===== config.mk =====
export PLATFORM = sky130hd
export DESIGN_NAME = bhp_div
export DESIGN_NICKNAME = d
export VERILOG_FILES = /design/src/hdl/bhp_pkg.sv /design/src/hdl/bhp_div.sv
export SDC_FILE = /design/constraint.sdc
export NUM_CORES = 1
export LEC_CHECK = 0
export CAP_MARGIN = 20
export CELL_PAD_IN_SITES_DETAIL_PLACEMENT = 0
export CELL_PAD_IN_SITES_GLOBAL_PLACEMENT = 1
export CORE_MARGIN = 5
export CORE_UTILIZATION = 53
export CTS_CLUSTER_SIZE = 12
export DETAILED_ROUTE_END_ITERATION = 8
export DONT_BUFFER_PORTS = 1
export PLACE_DENSITY = 0.81
export SLEW_MARGIN = 20
export SYNTH_ARGS = -nofsm -noshare
export SYNTH_HDL_FRONTEND = slang
export SYNTH_SLANG_ARGS = --single-unit

===== constraint.sdc =====
create_clock -name clk -period 9.4 [get_ports clk]
set_input_delay 0.47 -clock clk [delete_from_list [all_inputs] [get_ports clk]]
set_output_delay 0.47 -clock clk [all_outputs]
set_load 0.02 [all_outputs]

===== src/hdl/bhp_pkg.sv =====
// Shared types, constants and helper functions for the bucketed histogram
// percentile unit. No dependencies; every other file imports this package.
package bhp_pkg;

  localparam int MAX_BUCKETS_DEF = 64;
  localparam int FRAC_BITS_DEF   = 16;
  localparam int QDEPTH          = 2;

  localparam logic [39:0] MASK40    = 40'hFF_FFFF_FFFF;
  localparam logic [40:0] MASK41    = 41'h1FF_FFFF_FFFF;
  localparam logic [63:0] ALL64     = 64'hFFFF_FFFF_FFFF_FFFF;

  // Percentile scale and its reciprocal: floor(t / 10000) for t below 2^30
  // is ((t >> 4) * PCT_RECIP) >> PCT_RECIP_SH.
  localparam logic [29:0] PCT_SCALE    = 30'd10000;
  localparam logic [26:0] PCT_RECIP    = 27'd109951163;
  localparam int          PCT_RECIP_SH = 36;

  typedef enum logic [1:0] {
    REQ_RECORD = 2'd0,
    REQ_PCTL   = 2'd1,
    REQ_BREAD  = 2'd2,
    REQ_CLEAR  = 2'd3
  } req_kind_t;

  typedef enum logic [2:0] {
    CFG_MODE      = 3'd0,
    CFG_TOTAL     = 3'd1,
    CFG_LIN_LOW   = 3'd2,
    CFG_LIN_WIDTH = 3'd3,
    CFG_EXP_SHIFT = 3'd4
  } cfg_idx_t;

  typedef struct packed {
    logic [1:0]  req_type;
    logic [39:0] sample_value;
    logic [13:0] percent_hundredths;
    logic [5:0]  bucket_select;
  } in_item_t;

  typedef struct packed {
    logic [1:0]  resp_kind;
    logic [63:0] count_out;
    logic [63:0] sum_out;
    logic [39:0] lower_bound_out;
    logic [40:0] upper_bound_out;
    logic        index_ok;
    logic [39:0] smallest_out;
    logic [39:0] largest_out;
    logic [39:0] mean_out;
    logic [40:0] percentile_out;
  } out_item_t;

  typedef struct packed {
    in_item_t item;
    logic     idx_ok;
  } q_entry_t;

  typedef struct packed {
    logic        mode;
    logic [6:0]  total;
    logic [39:0] lin_low;
    logic [39:0] lin_width;
    logic [3:0]  exp_shift;
  } cfg_t;

  typedef struct packed {
    logic         start;
    logic [127:0] num;
    logic [63:0]  den;
  } div_req_t;

  typedef struct packed {
    logic        done;
    logic [63:0] quo;
  } div_rsp_t;

  function automatic logic [63:0] bhp_sat_add(input logic [63:0] a, input logic [63:0] b);
    logic [64:0] s;
    s = {1'b0, a} + {1'b0, b};
    return s[64] ? ALL64 : s[63:0];
  endfunction

  function automatic logic [8:0] bhp_used(input logic [6:0] total, input int unsigned maxb);
    logic [8:0] t;
    logic [8:0] m;
    t = {2'b00, total};
    m = 9'(maxb);
    return (t < m) ? t : m;
  endfunction

  // Boundary j of the current spacing, saturated to 41 bits.
  function automatic logic [40:0] bhp_bound(input cfg_t cfg, input logic [8:0] j,
                                            input int unsigned frac);
    logic [48:0] prod;
    logic [49:0] lin;
    logic [12:0] sh;
    logic [40:0] res;
    prod = {9'b0, cfg.lin_width} * {40'b0, j};
    lin  = {10'b0, cfg.lin_low} + {1'b0, prod};
    sh   = 13'(frac) + ({9'b0, cfg.exp_shift} * {4'b0, j});
    if (!cfg.mode) begin
      res = (lin > {9'b0, MASK41}) ? MASK41 : lin[40:0];
    end else if (sh >= 13'd41) begin
      res = MASK41;
    end else begin
      res = 41'(1) << sh;
    end
    return res;
  endfunction

endpackage


===== src/hdl/bhp_div.sv =====
// Iterative restoring divider, 128 by 64 bits, one quotient bit per cycle.
// Depends on bhp_pkg.
module bhp_div (
  input  logic              clk,
  input  logic              rst_n,
  input  bhp_pkg::div_req_t req,
  output bhp_pkg::div_rsp_t rsp
);
  import bhp_pkg::*;

  logic         busy_r, done_r;
  logic [6:0]   cnt_r;
  logic [127:0] num_r;
  logic [63:0]  den_r, rem_r, quo_r;
  logic [63:0]  rem_sh;
  logic         top, qbit;

  assign top    = rem_r[63];
  assign rem_sh = {rem_r[62:0], num_r[127]};
  assign qbit   = top || (rem_sh >= den_r);

  assign rsp.done = done_r;
  assign rsp.quo  = quo_r;

  always_ff @(posedge clk) begin
    if (req.start) begin
      num_r <= req.num;
      den_r <= req.den;
      rem_r <= '0;
      quo_r <= '0;
    end else if (busy_r) begin
      num_r <= {num_r[126:0], 1'b0};
      rem_r <= qbit ? rem_sh - den_r : rem_sh;
      quo_r <= {quo_r[62:0], qbit};
    end
  end

  always_ff @(posedge clk) begin
    if (!rst_n) begin
      busy_r <= 1'b0;
      done_r <= 1'b0;
      cnt_r  <= '0;
    end else begin
      done_r <= 1'b0;
      if (req.start) begin
        busy_r <= 1'b1;
        cnt_r  <= '0;
      end else if (busy_r) begin
        cnt_r <= cnt_r + 1'b1;
        if (cnt_r == 7'd127) begin
          busy_r <= 1'b0;
          done_r <= 1'b1;
        end
      end
    end
  end

endmodule


==> impl_metrics.csv <==
group,metric,value,unit
layout,synthToLayoutAreaGrowth,9.71,%
drt,drtIter0Drc,722,
floorplan,rows,65,
floorplan,start_util,53.5,%
yosys,yosysSeqAreaShare,50.5,%
global_routing,gr-total-overflow,0,
cts,clkSinkCount,329,
timing,skew,0.0240,ns
critical_path,crit_fanout,72,
critical_path,critPathRequiredTime,9.73,ns
cts,clk_latency,0.54,ns
global_routing,grtUsageTotal,21.5,%
yosys,yosysUniqueCellTypes,71,
cts,htree_levels,2,
timing,fmaxAchievable,0.222,GHz
cts,cts.reportedPaths.clkPinSlew,0.06,ns
yosys,yosys_warnings,0,
min_path,hp-class,"in -> reg",
placed_design,portBuffers,0,
floorplan,core_area,31500,µm²
layout,layout_common_cells,"edfxtp_1 (192), nor2_1 (182), nand2_1 (169), dfxtp_1 (136), mux2_2 (130)",
timing,whs,0.0321,ns
yosys,netlist_area,16800,µm²
global_routing,antenna_found_initial,18,
critical_path,path_common_cell,"buf_4",
yosys,ys_async_sr_fraction,0,%
layout,mostFrequentLayoutCell,"edfxtp_1",
critical_path,path_cells,"inv_1, ha_1, fa_1, nand2b_1, a211oi_1, o21bai_1, a211o_1, nand3b_1, a31o_2, buf_4, inv_2, buf_4, nor2_1, a221oi_1",
cts,ctsLongestPathBuffers,3,
drt,post-route-drc-count,0,
critical_path,start_kind,"register",
critical_path,crit_arrival,4.83,ns
placed_design,dp_hpwl,27100,µm
run_status,status,"finished, final reports clean",
power,power_density,204,nW/µm²
layout,final_nets,1841,
power,p_leak,7.18,nW
yosys,avgSynthCellArea,10.5,µm²
drt,wl_per_cell,19.5,µm
drt,drt-total-wl,39200,µm
timing,setup_violations,0,
critical_path,timing_worst_setup_path_type,"reg -> reg",
timing,setup-tns-final,0,ns
placed_design,gp_congestion,0.830,
critical_path,max_stage_delay,0.59,ns
cts,cts_tree,"yes",
timing,tightest_slew,1.29,ns
yosys,synth_edf_count,192,
global_routing,grt_max_degree,319,
power,irDropWorstVdd,208,µV
yosys,ys_seq_elements,329,
cts,clockRootBuffer,"clkbuf_16",
cts,cts_buffers,38,
floorplan,io_pins,260,
critical_path,cp_slowest_cell,"buf_4",
global_routing,grt_pass1_wl,62800,µm
drt,firstDrtPassIters,5,
timing,hold_violations,0,
drt,via_per_inst,5.79,
layout,drive_gt1_share,12.9,%
timing,finalCritPeriodShare,47.8,%
drt,antenna_left,0,
floorplan,die_w,188,µm
floorplan,dieHeight,188,µm
yosys,synth_flop_cell,"edfxtp_1",
cts,cts_setup_buffers,0,
timing,report.final.slew_viol_count,0,
yosys,synthCells,1601,
timing,rsz0062_at_grt,"no",
floorplan,die-area,35500,µm²
drt,vias,11700,
timing,relSlewSlack,13.8,%
critical_path,end_kind,"register",
global_routing,grt_pass1_vias,11700,
job,maxCapViolations,0,
yosys,syn_nets,1862,
timing,min_period,4.49,ns
[report_power, final]
part           total, W  internal [W]  leakage (nW)  switching (W)
Clock           0.00143      0.000853         0.597       0.000581
Sequential      0.00170       0.00165          3.03      0.0000466
Combinational  0.000631      0.000261          3.56       0.000369
[final timing paths]
| check | startpoint | cells past startpoint | slack [ns] | to |
|---|---|---|---|---|
| worst max-delay path | num_r[127]$_DFFE_PP_ | 14 | 4.91 | rem_r[57]$_SDFFE_PP0P_ |
| worst min-delay path | req[51] | 0 | 0.03 | den_r[51]$_DFFE_PP_ |
| worst max register to register | num_r[127]$_DFFE_PP_ | 14 | 4.91 | rem_r[57]$_SDFFE_PP0P_ |
| worst min register to register | rem_r[46]$_SDFFE_PP0P_ | 2 | 0.49 | rem_r[46]$_SDFFE_PP0P_ |
[sequential cells by signal, summed over array words and instances (netlist names)]
register	count
busy_r	1
den_r	64
num_r	128
quo_r	64
rem_r	64
cnt_r	7
done_r	1
[synth_stat cells (3+ instances only)]
master | count | area, µm²
xor2_1 | 25 | 219
a221oi_1 | 4 | 35.0
nor3_1 | 9 | 45.0
nand2b_1 | 15 | 93.8
nor2b_1 | 6 | 37.5
o21a_1 | 9 | 67.6
nor4_1 | 8 | 50.1
o31a_1 | 3 | 26.3
o21ai_1 | 3 | 15.0
a211oi_1 | 10 | 75.1
a31oi_1 | 6 | 37.5
buf_4 | 4 | 30.0
ha_1 | 65 | 813
nand2_1 | 169 | 634
and2_1 | 3 | 18.8
dfxtp_1 | 137 | 2740
inv_1 | 83 | 312
edfxtp_1 | 192 | 5770
nand3_1 | 22 | 110
o211ai_1 | 6 | 45.0
a211o_1 | 6 | 52.6
nor2_1 | 182 | 683
nor3b_1 | 4 | 30.0
buf_1 | 5 | 18.8
a311oi_1 | 47 | 412
mux2_2 | 130 | 1460
a22oi_1 | 7 | 52.6
o21ai_0 | 54 | 270
o31ai_1 | 7 | 52.6
o21bai_1 | 14 | 105
a21boi_0 | 3 | 22.5
or2_2 | 3 | 18.8
xnor2_1 | 29 | 254
and3_1 | 8 | 50.1
a21oi_1 | 86 | 430
clkbuf_1 | 65 | 244
or3_1 | 6 | 37.5
a21o_1 | 26 | 195
mux2i_1 | 68 | 681
buf_2 | 13 | 65.1
nand4_1 | 24 | 150
[kinds of logic after synthesis]
kind of cell	synth area share, %
buffers and inverters	4.08
multiplexers	12.8
XOR/XNOR	2.81
flip-flops	50.5
AND/OR/NAND/NOR	12.0
AO/OA/AOI/OAI	12.9
adder cells (fa/ha/maj)	4.95
[area by class of cell]
type,instances,area [µm²]
antenna,6,15.0
clock buffer,57,1120
multi-input combinational,1099,7650
tap,402,503
timing repair buffer,27,262
inverter,85,322
clock inverter,10,103
fill,2677,13000
sequential,329,8510
[layer usage]
metal,routed length [µm],up-vias,GRT usage [%]
li1,-,5764,-
met1,16100,5459,26.5
met2,18400,342,35.5
met3,3900,80,9.00
met4,673,18,4.96
met5,110,-,0
[per-stage QoR]
stage               util (%)  setup slack (ns)  cell area, µm²  instances  total power [W]
floorplan                  -              5.30           16800       1601          0.00223
global placement        54.1              4.95           17000       1920          0.00234
detailed placement      54.1              4.85           17000       1920          0.00235
CTS                     58.7              4.83           18500       2009          0.00380
global route            58.7              4.47           18500       2014          0.00395
finish                  58.7              4.91           18500       2015          0.00376
[critical path: cells and delay by family (launching register included)]
kind                     cells  cell delay (ns)
AO/OA/AOI/OAI                5             1.14
adder cells (fa/ha/maj)      2             0.61
buffers and inverters        4             1.41
flip-flops                   1             0.34
AND/OR/NAND/NOR              3             0.75
[repair_timing]
item	4_1_cts	5_1_grt
resized for setup	0	0
hold buffers	22	0
endpoints found under the hold margin	22	0
No activity file was read; power rests on OpenSTA's default activity.
