$ cat src/hdl/bhp_pkg.sv
// Shared types, constants and helper functions for the bucketed histogram
// percentile unit. No dependencies; every other file imports this package.
package bhp_pkg;

  localparam int MAX_BUCKETS_DEF = 64;
  localparam int FRAC_BITS_DEF   = 16;
  localparam int QDEPTH          = 2;

  localparam logic [39:0] MASK40    = 40'hFF_FFFF_FFFF;
  localparam logic [40:0] MASK41    = 41'h1FF_FFFF_FFFF;
  localparam logic [63:0] ALL64     = 64'hFFFF_FFFF_FFFF_FFFF;

  // Percentile scale and its reciprocal: floor(t / 10000) for t below 2^30
  // is ((t >> 4) * PCT_RECIP) >> PCT_RECIP_SH.
  localparam logic [29:0] PCT_SCALE    = 30'd10000;
  localparam logic [26:0] PCT_RECIP    = 27'd109951163;
  localparam int          PCT_RECIP_SH = 36;

  typedef enum logic [1:0] {
    REQ_RECORD = 2'd0,
    REQ_PCTL   = 2'd1,
    REQ_BREAD  = 2'd2,
    REQ_CLEAR  = 2'd3
  } req_kind_t;

  typedef enum logic [2:0] {
    CFG_MODE      = 3'd0,
    CFG_TOTAL     = 3'd1,
    CFG_LIN_LOW   = 3'd2,
    CFG_LIN_WIDTH = 3'd3,
    CFG_EXP_SHIFT = 3'd4
  } cfg_idx_t;

  typedef struct packed {
    logic [1:0]  req_type;
    logic [39:0] sample_value;
    logic [13:0] percent_hundredths;
    logic [5:0]  bucket_select;
  } in_item_t;

  typedef struct packed {
    logic [1:0]  resp_kind;
    logic [63:0] count_out;
    logic [63:0] sum_out;
    logic [39:0] lower_bound_out;
    logic [40:0] upper_bound_out;
    logic        index_ok;
    logic [39:0] smallest_out;
    logic [39:0] largest_out;
    logic [39:0] mean_out;
    logic [40:0] percentile_out;
  } out_item_t;

  typedef struct packed {
    in_item_t item;
    logic     idx_ok;
  } q_entry_t;

  typedef struct packed {
    logic        mode;
    logic [6:0]  total;
    logic [39:0] lin_low;
    logic [39:0] lin_width;
    logic [3:0]  exp_shift;
  } cfg_t;

  typedef struct packed {
    logic         start;
    logic [127:0] num;
    logic [63:0]  den;
  } div_req_t;

  typedef struct packed {
    logic        done;
    logic [63:0] quo;
  } div_rsp_t;

  function automatic logic [63:0] bhp_sat_add(input logic [63:0] a, input logic [63:0] b);
    logic [64:0] s;
    s = {1'b0, a} + {1'b0, b};
    return s[64] ? ALL64 : s[63:0];
  endfunction

  function automatic logic [8:0] bhp_used(input logic [6:0] total, input int unsigned maxb);
    logic [8:0] t;
    logic [8:0] m;
    t = {2'b00, total};
    m = 9'(maxb);
    return (t < m) ? t : m;
  endfunction

  // Boundary j of the current spacing, saturated to 41 bits.
  function automatic logic [40:0] bhp_bound(input cfg_t cfg, input logic [8:0] j,
                                            input int unsigned frac);
    logic [48:0] prod;
    logic [49:0] lin;
    logic [12:0] sh;
    logic [40:0] res;
    prod = {9'b0, cfg.lin_width} * {40'b0, j};
    lin  = {10'b0, cfg.lin_low} + {1'b0, prod};
    sh   = 13'(frac) + ({9'b0, cfg.exp_shift} * {4'b0, j});
    if (!cfg.mode) begin
      res = (lin > {9'b0, MASK41}) ? MASK41 : lin[40:0];
    end else if (sh >= 13'd41) begin
      res = MASK41;
    end else begin
      res = 41'(1) << sh;
    end
    return res;
  endfunction

endpackage

$ cat src/hdl/bhp_queue.sv
// Short FIFO of classified requests between front and back end.
// Depends on bhp_pkg.
module bhp_queue (
  input  logic              clk,
  input  logic              rst_n,
  input  logic              push,
  input  bhp_pkg::q_entry_t push_data,
  input  logic              pop,
  output bhp_pkg::q_entry_t pop_data,
  output logic              full,
  output logic              empty
);
  import bhp_pkg::*;

  localparam int PW = (QDEPTH > 1) ? $clog2(QDEPTH) : 1;
  localparam int CW = $clog2(QDEPTH + 1);

  q_entry_t        q_r [QDEPTH];
  logic [PW-1:0]   wp_r, wp_nxt, rp_r, rp_nxt;
  logic [CW-1:0]   cnt_r, cnt_nxt;

  assign full     = (cnt_r == CW'(QDEPTH));
  assign empty    = (cnt_r == '0);
  assign pop_data = q_r[rp_r];

  always_comb begin
    wp_nxt  = wp_r;
    rp_nxt  = rp_r;
    cnt_nxt = cnt_r;
    if (push) begin
      wp_nxt = (wp_r == PW'(QDEPTH - 1)) ? '0 : wp_r + 1'b1;
    end
    if (pop) begin
      rp_nxt = (rp_r == PW'(QDEPTH - 1)) ? '0 : rp_r + 1'b1;
    end
    if (push && !pop) cnt_nxt = cnt_r + 1'b1;
    if (pop && !push) cnt_nxt = cnt_r - 1'b1;
  end

  always_ff @(posedge clk) begin
    if (push) q_r[wp_r] <= push_data;
  end

  always_ff @(posedge clk) begin
    if (!rst_n) begin
      wp_r  <= '0;
      rp_r  <= '0;
      cnt_r <= '0;
    end else begin
      wp_r  <= wp_nxt;
      rp_r  <= rp_nxt;
      cnt_r <= cnt_nxt;
    end
  end

endmodule

$ cat config.mk
export PLATFORM = sky130hd
export DESIGN_NAME = bhp_queue
export DESIGN_NICKNAME = d
export VERILOG_FILES = /design/src/hdl/bhp_pkg.sv /design/src/hdl/bhp_queue.sv
export SDC_FILE = /design/constraint.sdc
export NUM_CORES = 1
export LEC_CHECK = 0
export BUFFER_PORTS_ARGS = -buffer_cell sky130_fd_sc_hd__buf_4
export CAP_MARGIN = 0
export CORE_ASPECT_RATIO = 0.5
export CORE_UTILIZATION = 51
export DETAILED_ROUTE_END_ITERATION = 7
export PLACE_DENSITY_LB_ADDON = 0.12
export RECOVER_POWER = 25
export SETUP_SLACK_MARGIN = 0.3
export SLEW_MARGIN = 20
export SYNTH_ARGS = -nofsm -noshare
export SYNTH_HDL_FRONTEND = slang
export SYNTH_SLANG_ARGS = --single-unit
$ cat constraint.sdc
create_clock -name clk -period 4.4 [get_ports clk]
set_input_delay 0.88 -clock clk [delete_from_list [all_inputs] [get_ports clk]]
set_output_delay 0.88 -clock clk [all_outputs]
set_load 0.05 [all_outputs]
==> results.py <==
metrics = {
    "outcome": {
        "run_status": "finished with violations",
        "violations_in_the_final_reports": "design-rule violations",
    },
    "timing": {
        "final_critical_path_time_including_i_o_delays_and_setup_ps": 2830,
        "rsz_0062_raised_after_global_routing": "no",
        "tns_ps": 0,
        "worst_hold_slack_ps": 539,
        "skew_ps": 5.45,
        "final_critical_path_setup_slack_ps": 1570,
        "report.final.slew_viol_count": 0,
        "post-route-period-util_pct": 64.3,
        "max_clock_freq_mhz": 354,
        "hold_viol": 0,
        "worstMarginPinSlew_ps": 890,
        "finalSetupViolations": 0,
        "slew_headroom_pct": 40.5,
    },
    "clock_network": {
        "cts.hold.buffers_added": 0,
        "clk_pin_slew_ps": 50,
        "worst_skew_pair.late_latency_ps": 400,
        "tritoncts_num_sinks": 131,
        "htreeDepth": 4,
        "numCtsBuffers": 17,
        "post_cts_buffers": 0,
        "clockBufferDepth": 2,
        "cts.root.buffer_cell": "sky130_fd_sc_hd__clkbuf_16",
        "tritoncts": "done",
        "cts_resized": 0,
    },
    "power": {
        "max-vdd-ir-drop_uv": 343,
        "power.density_cell_area_nw_per_um2": 514,
        "leakagePower_nw": 2.44,
    },
    "final_layout": {
        "multi_input_combinational_cell_area_um2": 831,
        "antenna-diode-count": 0,
        "finalNetCount": 433,
        "regArea_um2": 3880,
        "drive_above_1_share_pct": 60.3,
        "area.growth.synth_to_final_pct": 36.3,
        "fin_cells": 495,
        "fillers": 552,
    },
    "place": {
        "routabilityCongestion": 0.757,
        "post-dp-hpwl_mm": 5.52,
        "post_place_setup_slack_ps": 1810,
        "place_inst": 463,
        "port_buffers": 131,
    },
    "drt": {
        "via_count": 2492,
        "drtAntennaViolNets": 0,
        "remaining_drc_errors": 14,
        "drt-pass1-iter-count": 6,
        "avgViaCountPerCell": 5.03,
        "drt_first_iter_violations": 118,
        "route.detailed.wl_per_inst_um": 16.6,
        "wl_mm": 8.22,
    },
    "synth": {
        "synth_area_um2": 4740,
        "synth_seq_cells": 131,
        "post_syn_area_per_cell_um2": 21.8,
        "yosysUniqueCellTypes": 16,
        "postSynthNetCount": 286,
        "synth-warning-count": 0,
        "synth_cells": 218,
        "synth_sequential_area_ratio_pct": 81.9,
    },
    "global_route": {
        "pin_count_of_the_biggest_net_entering_global_routing": 37,
        "gr-usage-met1_pct": 22.0,
        "grt_antenna_before_repair": 0,
        "grt_use_met3_pct": 7.00,
        "globalRouteTotalUtil_pct": 18.4,
        "grt_overflow": 0,
        "wire_length_of_the_first_global_routing_pass_mm": 13.0,
        "busiest_layer": "met2",
        "via_count_of_the_first_global_routing_pass": 2623,
        "global_route.usage.met2_pct": 30.7,
    },
    "setup_path": {
        "r2r_start": "wp_r",
        "crit_buf_inv": 2,
        "crit_path_start_kind": "flip-flop",
        "r2r_slack_ps": 2410,
        "arrival_time_worst_endpoint_ps": 1950,
        "timing.critical_path.slowest_cell_delay_ps": 530,
        "worst_path_max_delay_cell": "sky130_fd_sc_hd__dfxtp_2",
        "path_max_fanout": 27,
        "cpLargestDelayFamily": "buffers and inverters",
        "number_of_cell_instances_on_the_worst_register_to_register_path": 2,
        "timing.critical_path.cells": "buf_4 -> mux2_2 -> buf_4",
        "crit_top_cell": "sky130_fd_sc_hd__buf_4",
        "path_class": "reg2out",
        "worst_setup_path_end_kind": "output port",
        "path_depth": 3,
        "worst_ep_required_time_ps": 3520,
        "r2r-end": "q_r[1][61]",
    },
    "job": {
        "cap_violations": 0,
    },
    "hold_path": {
        "worstHoldEndpoint": "cnt_r[1]",
        "hold_path_depth": 2,
        "worst_hold_startpoint": "cnt_r[1]",
        "hold_path.class": "reg2reg",
    },
    "floorplanning": {
        "die_x_um": 138,
        "floorplan.initialDensity_pct": 53.6,
        "coreArea_um2": 8860,
        "floorplan.die_area_um2": 9720,
        "die_h_um": 70.2,
        "fp-row-count": 24,
        "top_level_ports": 132,
    },
}
worst max-delay path by stage:
| stage | startpoint | end |
|---|---|---|
| floorplan | push | q_r[0][0] |
| global placement | push | q_r[1][62] |
| detailed placement | push | q_r[1][61] |
| CTS | flip-flop | pop_data[39] |
| global route | flip-flop | pop_data[39] |
| finish | flip-flop | pop_data[39] |
flip-flops by register name, indices dropped and copies added, names as in the netlist, named ones only:
name	cells
q_r	126
cnt_r	2
rp_r	1
wp_r	1
metal layers:
metal | routed length, um | vias to the layer above
met3 | 521 | 11
met5 | 0 | -
met4 | 85 | 0
met1 | 3430 | 1237
met2 | 4180 | 78
li1 | - | 1166
worst min-delay path, cell delays in order, from the launching register on:
cell and delay [ps]:
sky130_fd_sc_hd__dfxtp_1 340, sky130_fd_sc_hd__o21ai_0 90, sky130_fd_sc_hd__a21boi_1 60
Yosys cell counts:
master | number | area (um2)
sky130_fd_sc_hd__a21boi_1 | 1 | 7.51
sky130_fd_sc_hd__and2_1 | 4 | 25.0
sky130_fd_sc_hd__and2b_2 | 1 | 8.76
sky130_fd_sc_hd__buf_2 | 7 | 35.0
sky130_fd_sc_hd__dfxtp_1 | 5 | 100
sky130_fd_sc_hd__edfxtp_1 | 126 | 3780
sky130_fd_sc_hd__ha_1 | 1 | 12.5
sky130_fd_sc_hd__inv_1 | 1 | 3.75
sky130_fd_sc_hd__mux2_2 | 63 | 709
sky130_fd_sc_hd__nor2_1 | 2 | 7.51
sky130_fd_sc_hd__nor2b_1 | 1 | 6.26
sky130_fd_sc_hd__o21a_1 | 1 | 7.51
sky130_fd_sc_hd__o21ai_0 | 1 | 5.00
sky130_fd_sc_hd__or3_1 | 1 | 6.26
sky130_fd_sc_hd__xnor2_1 | 2 | 17.5
sky130_fd_sc_hd__xor2_1 | 1 | 8.76
per-stage QoR:
stage	utilization [%]	area [um2]	total power, W
finish	73.0	6470	0.00332
global route	73.0	6470	0.00342
CTS	73.1	6470	0.00335
detailed placement	66.5	5890	0.00201
global placement	66.5	5890	0.00200
floorplan	-	4740	0.00184
kinds of logic (layout without fill, tap and decap cells):
family          after synthesis  in the layout  share of synthesized area (%)
mux                          63             63                           15.0
buf+inv                       8            168                          0.817
flops                       131            131                           81.9
compound gates                3              3                          0.422
fa+ha+maj                     1              1                          0.264
simple gates                  9              9                           1.13
xor+xnor                      3              3                          0.554
report_power, final:
| part | total [W] | switching, W | internal [W] |
|---|---|---|---|
| Combinational | 0.000518 | 0.000332 | 0.000186 |
| Sequential | 0.00146 | 0.0000219 | 0.00144 |
| Clock | 0.00134 | 0.000461 | 0.000880 |
cell type report:
type,count,share of cell area [%]
inverter,1,0.0580
timing repair buffer,135,15.8
multi-input combinational,79,12.8
clock buffer,28,8.30
clock inverter,4,0.697
sequential,131,60.1
tap,117,2.26
cells in the final DEF (no fill, tap or decap), drive strengths merged, types with 2 or more instances in the layout:
cell and n:
dfxtp 5, clkinv 3, clkbuf 70, nor2 2
mux2 63, buf 93, xnor2 2, and2 4
edfxtp 126
No activity file was read; power rests on OpenSTA's default activity.
