## src/hdl/bhp_pkg.sv

```systemverilog
// Shared types, constants and helper functions for the bucketed histogram
// percentile unit. No dependencies; every other file imports this package.
package bhp_pkg;

  localparam int MAX_BUCKETS_DEF = 64;
  localparam int FRAC_BITS_DEF   = 16;
  localparam int QDEPTH          = 2;

  localparam logic [39:0] MASK40    = 40'hFF_FFFF_FFFF;
  localparam logic [40:0] MASK41    = 41'h1FF_FFFF_FFFF;
  localparam logic [63:0] ALL64     = 64'hFFFF_FFFF_FFFF_FFFF;

  // Percentile scale and its reciprocal: floor(t / 10000) for t below 2^30
  // is ((t >> 4) * PCT_RECIP) >> PCT_RECIP_SH.
  localparam logic [29:0] PCT_SCALE    = 30'd10000;
  localparam logic [26:0] PCT_RECIP    = 27'd109951163;
  localparam int          PCT_RECIP_SH = 36;

  typedef enum logic [1:0] {
    REQ_RECORD = 2'd0,
    REQ_PCTL   = 2'd1,
    REQ_BREAD  = 2'd2,
    REQ_CLEAR  = 2'd3
  } req_kind_t;

  typedef enum logic [2:0] {
    CFG_MODE      = 3'd0,
    CFG_TOTAL     = 3'd1,
    CFG_LIN_LOW   = 3'd2,
    CFG_LIN_WIDTH = 3'd3,
    CFG_EXP_SHIFT = 3'd4
  } cfg_idx_t;

  typedef struct packed {
    logic [1:0]  req_type;
    logic [39:0] sample_value;
    logic [13:0] percent_hundredths;
    logic [5:0]  bucket_select;
  } in_item_t;

  typedef struct packed {
    logic [1:0]  resp_kind;
    logic [63:0] count_out;
    logic [63:0] sum_out;
    logic [39:0] lower_bound_out;
    logic [40:0] upper_bound_out;
    logic        index_ok;
    logic [39:0] smallest_out;
    logic [39:0] largest_out;
    logic [39:0] mean_out;
    logic [40:0] percentile_out;
  } out_item_t;

  typedef struct packed {
    in_item_t item;
    logic     idx_ok;
  } q_entry_t;

  typedef struct packed {
    logic        mode;
    logic [6:0]  total;
    logic [39:0] lin_low;
    logic [39:0] lin_width;
    logic [3:0]  exp_shift;
  } cfg_t;

  typedef struct packed {
    logic         start;
    logic [127:0] num;
    logic [63:0]  den;
  } div_req_t;

  typedef struct packed {
    logic        done;
    logic [63:0] quo;
  } div_rsp_t;

  function automatic logic [63:0] bhp_sat_add(input logic [63:0] a, input logic [63:0] b);
    logic [64:0] s;
    s = {1'b0, a} + {1'b0, b};
    return s[64] ? ALL64 : s[63:0];
  endfunction

  function automatic logic [8:0] bhp_used(input logic [6:0] total, input int unsigned maxb);
    logic [8:0] t;
    logic [8:0] m;
    t = {2'b00, total};
    m = 9'(maxb);
    return (t < m) ? t : m;
  endfunction

  // Boundary j of the current spacing, saturated to 41 bits.
  function automatic logic [40:0] bhp_bound(input cfg_t cfg, input logic [8:0] j,
                                            input int unsigned frac);
    logic [48:0] prod;
    logic [49:0] lin;
    logic [12:0] sh;
    logic [40:0] res;
    prod = {9'b0, cfg.lin_width} * {40'b0, j};
    lin  = {10'b0, cfg.lin_low} + {1'b0, prod};
    sh   = 13'(frac) + ({9'b0, cfg.exp_shift} * {4'b0, j});
    if (!cfg.mode) begin
      res = (lin > {9'b0, MASK41}) ? MASK41 : lin[40:0];
    end else if (sh >= 13'd41) begin
      res = MASK41;
    end else begin
      res = 41'(1) << sh;
    end
    return res;
  endfunction

endpackage

```

## src/hdl/bhp_front.sv

```systemverilog
// Front end: takes a request, checks the bucket index against the buckets
// in use and hands the entry to the queue. Depends on bhp_pkg.
module bhp_front #(
  parameter int MAX_BUCKETS = bhp_pkg::MAX_BUCKETS_DEF
) (
  input  logic              clk,
  input  logic              rst_n,
  input  logic              start,
  output logic              busy,
  input  bhp_pkg::in_item_t in_item,
  input  bhp_pkg::cfg_t     cfg,
  input  logic              q_full,
  output logic              push,
  output bhp_pkg::q_entry_t push_data
);
  import bhp_pkg::*;

  logic     stg_vld_r, stg_vld_nxt;
  q_entry_t stg_r;
  logic     take;
  logic [8:0] used;

  assign used = bhp_used(cfg.total, MAX_BUCKETS);
  assign push = stg_vld_r && !q_full;
  assign busy = stg_vld_r && q_full;
  assign take = start && !busy;
  assign push_data = stg_r;

  always_comb begin
    stg_vld_nxt = stg_vld_r;
    if (push) stg_vld_nxt = 1'b0;
    if (take) stg_vld_nxt = 1'b1;
  end

  always_ff @(posedge clk) begin
    if (take) begin
      stg_r.item   <= in_item;
      stg_r.idx_ok <= ({3'b000, in_item.bucket_select} < used);
    end
  end

  always_ff @(posedge clk) begin
    if (!rst_n) stg_vld_r <= 1'b0;
    else        stg_vld_r <= stg_vld_nxt;
  end

endmodule

```

## config.mk

```make
export PLATFORM = sky130hd
export DESIGN_NAME = bhp_front
export DESIGN_NICKNAME = d
export VERILOG_FILES = /design/src/hdl/bhp_pkg.sv /design/src/hdl/bhp_front.sv
export SDC_FILE = /design/constraint.sdc
export NUM_CORES = 1
export LEC_CHECK = 0
export BUFFER_PORTS_ARGS = -buffer_cell sky130_fd_sc_hd__buf_2
export CAP_MARGIN = 20
export CORE_AREA = 2 2 87 89
export DETAILED_ROUTE_END_ITERATION = 8
export DIE_AREA = 0 0 89 91
export PLACE_DENSITY = 0.69
export SETUP_SLACK_MARGIN = 0.3
export SLEW_MARGIN = 20
export SYNTH_ARGS = -nofsm -noshare
export SYNTH_HDL_FRONTEND = slang
export SYNTH_SLANG_ARGS = --single-unit
export TNS_END_PERCENT = 30
```

## constraint.sdc

```tcl
create_clock -name clk -period 5.9 [get_ports clk]
set_clock_uncertainty 0.15 [all_clocks]
set_input_delay 0.885 -clock clk [delete_from_list [all_inputs] [get_ports clk]]
set_output_delay 0.885 -clock clk [all_outputs]
set_load 0.01 [all_outputs]
```

==> run summary, run 1 <==
Synth area leaders - edfxtp_1, ha_1, nand2b_1
Share of the synthesized area in the top cell type - 0.9070
Top-level I/O count - 223
Pint - 0.0008476 W
NetSw - 0.0002111 W
Pre-Repair DR Iteration Count - 4
Syn_nets - 250
Sw frac - 0.1994
Via Count - 1397
Post-synth EDFFs - 63
Post-synth top cells - edfxtp_1, ha_1, nand2b_1
Final Wtd Congestion - 0.7732
Placement Rows - 31
Unrepaired setup endpoints after global routing - false
First-pass GRT wire length - 6824 um
Fin util - 0.4409
Num CTS Buffers - 9
Tot Pwr - 0.001059 W
Pwr dens - 336.4 nW/um^2
Syn Std Cell Area - 2086 um^2
Post-DP Area - 2910 um^2
Total Routing Usage GR - 0.1173
DRT antenna net count - 0
Final hold vios - 0
Net count, final - 399
Clk sinks - 64
Vias per cell - 4.097
Syn avg cell area - 23.97 um^2
Number of hold buffers added after CTS - 0
Final Cycle Share - 0.4003
Fillers - 708
CTS H-tree lvls - 3
CTS tree - built
Die area - 8099 um^2
Clock buffer depth - 2
Synth Warn # - 0
Worst setup EP type - output port
Slew margin rel. - 0.4812
Fraction of registers with async set/reset - 0
Die Ht - 91 um
Final worst path period need - 2.362 ns
Hpwl dp - 3574 um
Setup ws final - 3.538 ns
DRC marker count from the first detailed-route iteration - 30
Synth area leader - edfxtp_1
Post-CTS Setup Inserts - 0
Reg clk slew, reported paths - 0.07 ns
Gr ovfl total - 0
Die width - 89 um
Primary FF master, synth - edfxtp_1
Worst endpoint required time - 4.87 ns
Count of final max-slew check failures - 0
Number of global-route vias before repair - 1429
Worst Path Max Fanout - 3
Status - complete, no violations
Max-cap violation count - 0
Placeable Area - 7137 um^2
Min-Delay Path Class - reg -> reg
Final setup vio count - 0
Sequential fraction of the synthesis area - 0.9166
Area grow syn2layout - 50.87%
Register area - 1912 um^2
Pin count of the biggest net entering global routing - 64
Finished layout cell area - 3147 um^2
Worst skew pair latency - 0.33 ns
Register bit total from synthesis - 64
Actual slew at the worst max-slew pin - 0.7781 ns
PortBufs - 137
Synth Instances - 87
Clock root cell - clkbuf_8
Setup CP Type - in -> out
Resized Gates After CTS - 0
Area of the multi-input gates - 181.4 um^2
Seq pwr share - 0.508
Avg WL per Cell - 13.65 um
Fmax achieved - 423.4 MHz
Drc violations - 0
Most common cell in the synthesized netlist - edfxtp_1
Arrival time at the worst endpoint - 1.33 ns
Leak - 1.360 nW
Synth cell types - 13
Clock share of power - 0.412
Share of layout cells above drive strength 1 - 0.6349
IR Drop Worst-Case VDD - 0.1443 mV
Critical Path Source Type - input pin
Starting Density - 0.2923
Initial antenna violation count - 2
Combinational Power Share - 0.081
DP Worst Slack - 3.415 ns
Final setup TNS - 0 ns
Final Routed Wirelength - 4653 um
-- placed cells by master, fill, tap and decap left out --
master / count
buf_2: 137
and2_1: 1
edfxtp_1: 63
o21a_1: 1
and4b_1: 1
a21oi_2: 1
clkinv_4: 1
clkbuf_8: 9
nor2b_4: 1
a21oi_1: 3
nand2b_1: 5
clkinv_1: 3
nor2b_1: 2
ha_1: 5
diode_2: 1
bufinv_16: 3
nand2_1: 1
nand3_1: 1
buf_4: 1
dfxtp_1: 1
o21ai_0: 1
-- cell type report --
class,count,area share
timing repair buffer,138,0.2203
antenna,1,0.0007952
sequential,64,0.6076
tap,99,0.03936
multi-input combinational,23,0.05765
clock buffer,9,0.03936
clock inverter,7,0.03499
-- registers in the layout (all words and copies together) (netlist names) --
name / count
push_data: 63
stg_vld_r: 1
-- stage by stage --
step | std cells | hold slack, ns
5_1_grt | 340 | 0.5452
2_1_floorplan | 87 | 0.4806
3_5_place_dp | 324 | 0.4979
6_report | 341 | 0.5067
3_3_place_gp | 324 | 0.4846
4_1_cts | 340 | 0.5148
-- worst max-delay path: stages --
cell and delay [ns]:
buf_2 0.10, and2_1 0.19, buf_2 0.15
-- kinds of logic (layout without fill, tap and decap cells) --
group                    Yosys count  count (layout)  synth area share
flip-flops                        64              64            0.9166
AND/OR/NAND/NOR                   12              12           0.03599
AO/OA/AOI/OAI                      6               6           0.01739
adder cells (fa/ha/maj)            5               5           0.02999
other                              0               1                 0
buffers and inverters              0             154                 0
-- power by group through the flow --
stage	Sequential, W	Clock, W	Combinational [W]
final	0.000537	0.000436	0.0000856
after global routing	0.000540	0.000472	0.0000957
after CTS	0.000538	0.000452	0.0000875
after detailed placement	0.000548	0	0.0000874
after global placement	0.000547	0	0.0000849
after floorplan	0.000564	0	0.0000163
-- metal layers --
layer	track usage	vias up	routed length, um
met5	0	-	7
met4	0.06095	2	124
met3	0.07818	16	701
met2	0.1754	107	2015
met1	0.1243	627	1803
li1	-	645	-
-- worst paths after layout --
path	from	to	slack (ns)	cells after the start
setup / recovery	q_full	busy	3.54	3
hold / removal	stg_vld_r	stg_vld_r	0.51	2
setup reg to reg	stg_vld_r	push_data[54]	4.15	3
hold reg to reg	stg_vld_r	stg_vld_r	0.51	2
(Power assumes the default switching activity.)
==> run 2, diff against run 1 <==
==> constraint.sdc (replaced) <==
create_clock -name clk -period 2.3 [get_ports clk]
set_clock_uncertainty 0.15 [all_clocks]
set_input_delay 0.345 -clock clk [delete_from_list [all_inputs] [get_ports clk]]
set_output_delay 0.345 -clock clk [all_outputs]
set_load 0.01 [all_outputs]
==> run 2 against run 1 <==
Against the previous run:
- total power increased by 150%
- non-clock buffer count unchanged
- register-to-register slack got worse by 3.3 ns
- worst hold slack got worse by 0.47 ns
- clock-buffer cell count unchanged
- sequential power increased to 2.6 times the previous value
- routed wire length decreased by 7.4%
- cell count increased by 0.29%
- utilization increased by 0.053 points
- global-route usage decreased by 0.53 points
- combinational power increased to 2.6 times the previous value
- largest cell class unchanged
- largest power group unchanged
==> run summary, run 2 (synthesis results as in run 1) <==
Status - complete, no violations
Fillers - 680
Hpwl dp - 3256 um
Worst Path Max Fanout - 3
Starting Density - 0.2923
Gr ovfl total - 0
Critical Path Source Type - flop
CP max-delay cell - dfxtp_1
Net count, final - 399
Hold Path Depth - 1
Pin count of the biggest net entering global routing - 63
Resized Gates After CTS - 0
Clock share of power - 0.393
Actual slew at the worst max-slew pin - 0.3167 ns
Initial antenna violation count - 4
Clock root cell - clkbuf_8
Count of final max-slew check failures - 0
Total Routing Usage GR - 0.1120
Reg-to-reg startpoint - stg_vld_r
CTS tree - built
Worst r2r dst - push_data[1]
Die area - 8099 um^2
Unrepaired setup endpoints after global routing - false
Number of global-route vias before repair - 1416
Top-level I/O count - 223
Worst Hold End - push_data[17]
Seq pwr share - 0.524
Drc violations - 0
Most frequent cells in the layout - buf_2, edfxtp_1, clkbuf_8
Clock buffer depth - 2
Post-CTS Setup Inserts - 0
CP peak stage delay - 0.32 ns
DRT antenna net count - 0
Vias per cell - 3.977
Fmax achieved - 695.3 MHz
First-pass GRT wire length - 6637 um
Tot Pwr - 0.002630 W
Sw frac - 0.2103
Combinational Power Share - 0.083
Worst reg2reg setup slack - 0.90 ns
Worst setup EP type - output port
Via Count - 1360
Crit path from - stg_vld_r
Placeable Area - 7137 um^2
Avg WL per Cell - 12.60 um
Placement Rows - 31
Register area - 1912 um^2
Final hold vios - 0
Min-Delay Path Class - in -> reg
Arrival time at the worst endpoint - 0.94 ns
Clk sinks - 64
Final Cycle Share - 0.6253
Reg clk slew, reported paths - 0.07 ns
PortBufs - 137
Die Ht - 91 um
Final setup TNS - 0 ns
Num CTS Buffers - 9
Final worst path period need - 1.438 ns
Final setup vio count - 0
Worst skew pair latency - 0.32 ns
Final Routed Wirelength - 4309 um
Most common cell after layout, fill and taps aside - buf_2
Leak - 1.363 nW
IR Drop Worst-Case VDD - 0.3332 mV
Max-cap violation count - 0
Die width - 89 um
Reg2reg path depth - 3
Crit path cell chain - and2_4 > buf_2
Worst endpoint required time - 1.80 ns
Pwr dens - 834.9 nW/um^2
DRC marker count from the first detailed-route iteration - 33
Final Wtd Congestion - 0.6758
NetSw - 0.0005531 W
Area of the multi-input gates - 183.9 um^2
Max FFs per register - 63
Slew margin rel. - 0.7888
Pre-Repair DR Iteration Count - 4
Pint - 0.002077 W
CTS H-tree lvls - 3
Worst hold start - in_item[16]
Number of hold buffers added after CTS - 0
Area grow syn2layout - 51.05%
Share of layout cells above drive strength 1 - 0.6515
Setup CP Type - reg -> out
## run 2: cell types whose count changed in the layout (fill, tap and decap cells not counted), sizes merged
cell,delta
bufinv,-1
clkinv,+1
diode,+1
## run 2: power groups by stage
stage | Combinational, W | Clock, W | Sequential, W
global placement | 0.000220 | 0 | 0.00140
global route | 0.000247 | 0.00113 | 0.00138
finish | 0.000220 | 0.00103 | 0.00138
CTS | 0.000224 | 0.00108 | 0.00138
detailed placement | 0.000224 | 0 | 0.00140
floorplan | 0.0000442 | 0 | 0.00144
## run 2: through the flow
stage / cell area [um^2] / instances / util / hold slack [ns] / setup WS, ns
finish: 3151 / 342 / 0.4414 / 0.03419 / 0.8618
global placement: 2925 / 324 / 0.4099 / 0.3710 / 0.6260
global route: 3146 / 340 / 0.4407 / 0.007389 / 0.8187
CTS: 3146 / 340 / 0.4407 / 0.006338 / 0.8274
detailed placement: 2925 / 324 / 0.4099 / 0.3731 / 0.5957
floorplan: 2096 / 87 / - / 0.2939 / 0.2733
## run 2: area by class of cell
class / instances / area share
timing repair buffer: 138 / 0.2240
tap: 99 / 0.03932
multi-input combinational: 23 / 0.05838
clock inverter: 7 / 0.03058
sequential: 64 / 0.6068
clock buffer: 9 / 0.03932
antenna: 2 / 0.001589
## run 2: worst max path at each step
stage	end	slack, ns
6_report	busy	0.86
5_1_grt	busy	0.82
4_1_cts	busy	0.83
3_5_place_dp	push_data[0]	0.60
3_3_place_gp	push_data[0]	0.63
2_1_floorplan	push_data[0]	0.27
## run 2: per-layer routing
metal | share of wire | track usage
met1 | 0.38 | 0.1217
met2 | 0.40 | 0.1524
met3 | 0.20 | 0.08545
met4 | 0.021 | 0.06716
met5 | 0.0053 | 0
## run 2: worst max-delay path: cells and delay by family, from the launching register on
| kind | cells | cell delay [ns] |
|---|---|---|
| buffers and inverters | 1 | 0.13 |
| DFF | 1 | 0.32 |
| and+or+nand+nor | 1 | 0.16 |
==> run 3, diff against run 2 <==
--- a/config.mk
+++ b/config.mk
@@ -7,10 +7,10 @@
 export LEC_CHECK = 0
 export BUFFER_PORTS_ARGS = -buffer_cell sky130_fd_sc_hd__buf_2
 export CAP_MARGIN = 20
-export CORE_AREA = 2 2 87 89
+export CORE_MARGIN = 2
+export CORE_UTILIZATION = 31
 export DETAILED_ROUTE_END_ITERATION = 8
-export DIE_AREA = 0 0 89 91
-export PLACE_DENSITY = 0.69
+export PLACE_DENSITY = 0.76
 export SETUP_SLACK_MARGIN = 0.3
 export SLEW_MARGIN = 20
 export SYNTH_ARGS = -nofsm -noshare
==> constraint.sdc (replaced) <==
create_clock -name clk -period 1.22 [get_ports clk]
set_clock_uncertainty 0.15 [all_clocks]
set_input_delay 0.183 -clock clk [delete_from_list [all_inputs] [get_ports clk]]
set_output_delay 0.183 -clock clk [all_outputs]
set_load 0.01 [all_outputs]
==> run 3 against run 2 <==
Against the previous run:
- non-clock buffer count rose by 74
- highest routed layer is now met4
- sequential power grew 89%
- clock-buffer cell count unchanged
- via count up 25%
- the run now ends with negative setup slack left
- routed wire length rose by 54%
==> run summary, run 3 (synthesis results as in run 1) <==
Worst skew pair latency - 0.32 ns
Total Routing Usage GR - 0.1672
Pin count of the biggest net entering global routing - 38
Final Cycle Share - 1.110
First-pass GRT wire length - 9218 um
CTS H-tree lvls - 3
Worst Path Max Fanout - 19
Worst hold start - in_item[8]
Pint - 0.004366 W
NetSw - 0.001163 W
Reg-to-reg startpoint - stg_vld_r
Placement Rows - 29
Net count, final - 473
DRC marker count from the first detailed-route iteration - 50
Clock root cell - clkbuf_8
Die width - 86.03 um
Unrepaired setup endpoints after global routing - true
Share of layout cells above drive strength 1 - 0.5683
Final hold vios - 0
Most frequent cells in the layout - buf_2, edfxtp_1, dlygate4sd3_1
Leak - 1.789 nW
Failing checks - negative setup slack
Min Hold Slack - 0.1092 ns
Status - finished with violations
Fin util - 0.6380
Hpwl dp - 3757 um
Seq pwr share - 0.471
Final Wtd Congestion - 0.7169
Sw frac - 0.2103
Num CTS Buffers - 9
Critical Path Source Type - flop
Worst endpoint required time - 1.10 ns
Final Routed Wirelength - 6616 um
Vias per cell - 4.349
Die Ht - 86.03 um
Count of final max-slew check failures - 0
Clock share of power - 0.394
Fmax achieved - 738.6 MHz
Worst setup EP type - flop
Non-Filler Instances - 392
Setup ws final - -0.1339 ns
Max-cap violation count - 0
PortBufs - 137
Worst reg2reg setup slack - -0.13 ns
Min-Delay Path Class - in -> reg
IR Drop Worst-Case VDD - 0.7607 mV
Crit path from - stg_vld_r
Via Count - 1705
Arrival time at the worst endpoint - 1.24 ns
Initial antenna violation count - 0
DP Cell Count - 305
Most common cell after layout, fill and taps aside - buf_2
Actual slew at the worst max-slew pin - 0.1810 ns
Tot Pwr - 0.005529 W
DP Worst Slack - -0.2480 ns
Placeable Area - 6422 um^2
Combinational Power Share - 0.135
Gr ovfl total - 0
Die area - 7400 um^2
Top-level I/O count - 223
Pre-Repair DR Iteration Count - 4
Final worst path period need - 1.354 ns
Slew margin rel. - 0.8791
Max FFs per register - 63
Starting Density - 0.3248
Setup CP Type - reg -> reg
Drc violations - 0
# diodes - 0
Area grow syn2layout - 96.46%
Avg WL per Cell - 16.88 um
Pwr dens - 1349 nW/um^2
DRT antenna net count - 0
Clk sinks - 64
Final setup vio count - 65
Number of global-route vias before repair - 1814
CTS tree - built
Reg clk slew, reported paths - 0.07 ns
Clock buffer depth - 2
==> run 3: worst paths after layout <==
kind | endpoint | depth (start not counted)
setup reg to reg | push_data[30] | 4
hold / removal | push_data[9] | 2
setup / recovery | push_data[30] | 4
hold reg to reg | stg_vld_r | 4
==> run 3: cell type report <==
| cell class | instances | area [um^2] |
|---|---|---|
| fill | 455 | 2325 |
| tap | 77 | 96.34 |
| timing repair buffer | 212 | 1574 |
| clock buffer | 9 | 123.9 |
| clock inverter | 7 | 118.9 |
| multi-input combinational | 23 | 271.5 |
| sequential | 64 | 1913 |
==> run 3: metrics by stage <==
stage	instance area [um^2]	setup TNS (ns)
after floorplan	2096	-46.27
after global placement	2933	-5.949
after detailed placement	2933	-6.450
after CTS	3915	-6.368
after global routing	4098	-9.406
final	4098	-6.918
==> run 3: power groups by stage <==
stage / logic [W] / registers, W / clock network [W]
2_1_floorplan: 0.0000834 / 0.00272 / 0
4_1_cts: 0.000645 / 0.00260 / 0.00225
5_1_grt: 0.000799 / 0.00262 / 0.00232
3_3_place_gp: 0.000433 / 0.00264 / 0
3_5_place_dp: 0.000447 / 0.00264 / 0
6_report: 0.000745 / 0.00261 / 0.00218
==> run 3: repair_timing <==
action                                 in CTS  in global routing
pin swaps                                   4                  4
setup endpoints to repair                 130                133
endpoints found under the hold margin      63                  0
buffers inserted                            1                  2
hold buffers                               64                  0
gates cloned                                0                  4
resized for setup                          16                 16
==> run 3: layer usage <==
layer	GRT usage	wire (um)	up-vias
met5	0	0	-
met4	0.05195	79	0
met3	0.08662	982	10
met2	0.2544	3006	138
met1	0.2076	2548	766
li1	-	-	791
==> run 3: worst max-delay path, cell delays in order (launching register included) <==
cell and delay (ns):
dfxtp_2 0.32, and2_4 0.14, nor2b_4 0.14, buf_12 0.14, buf_12 0.16
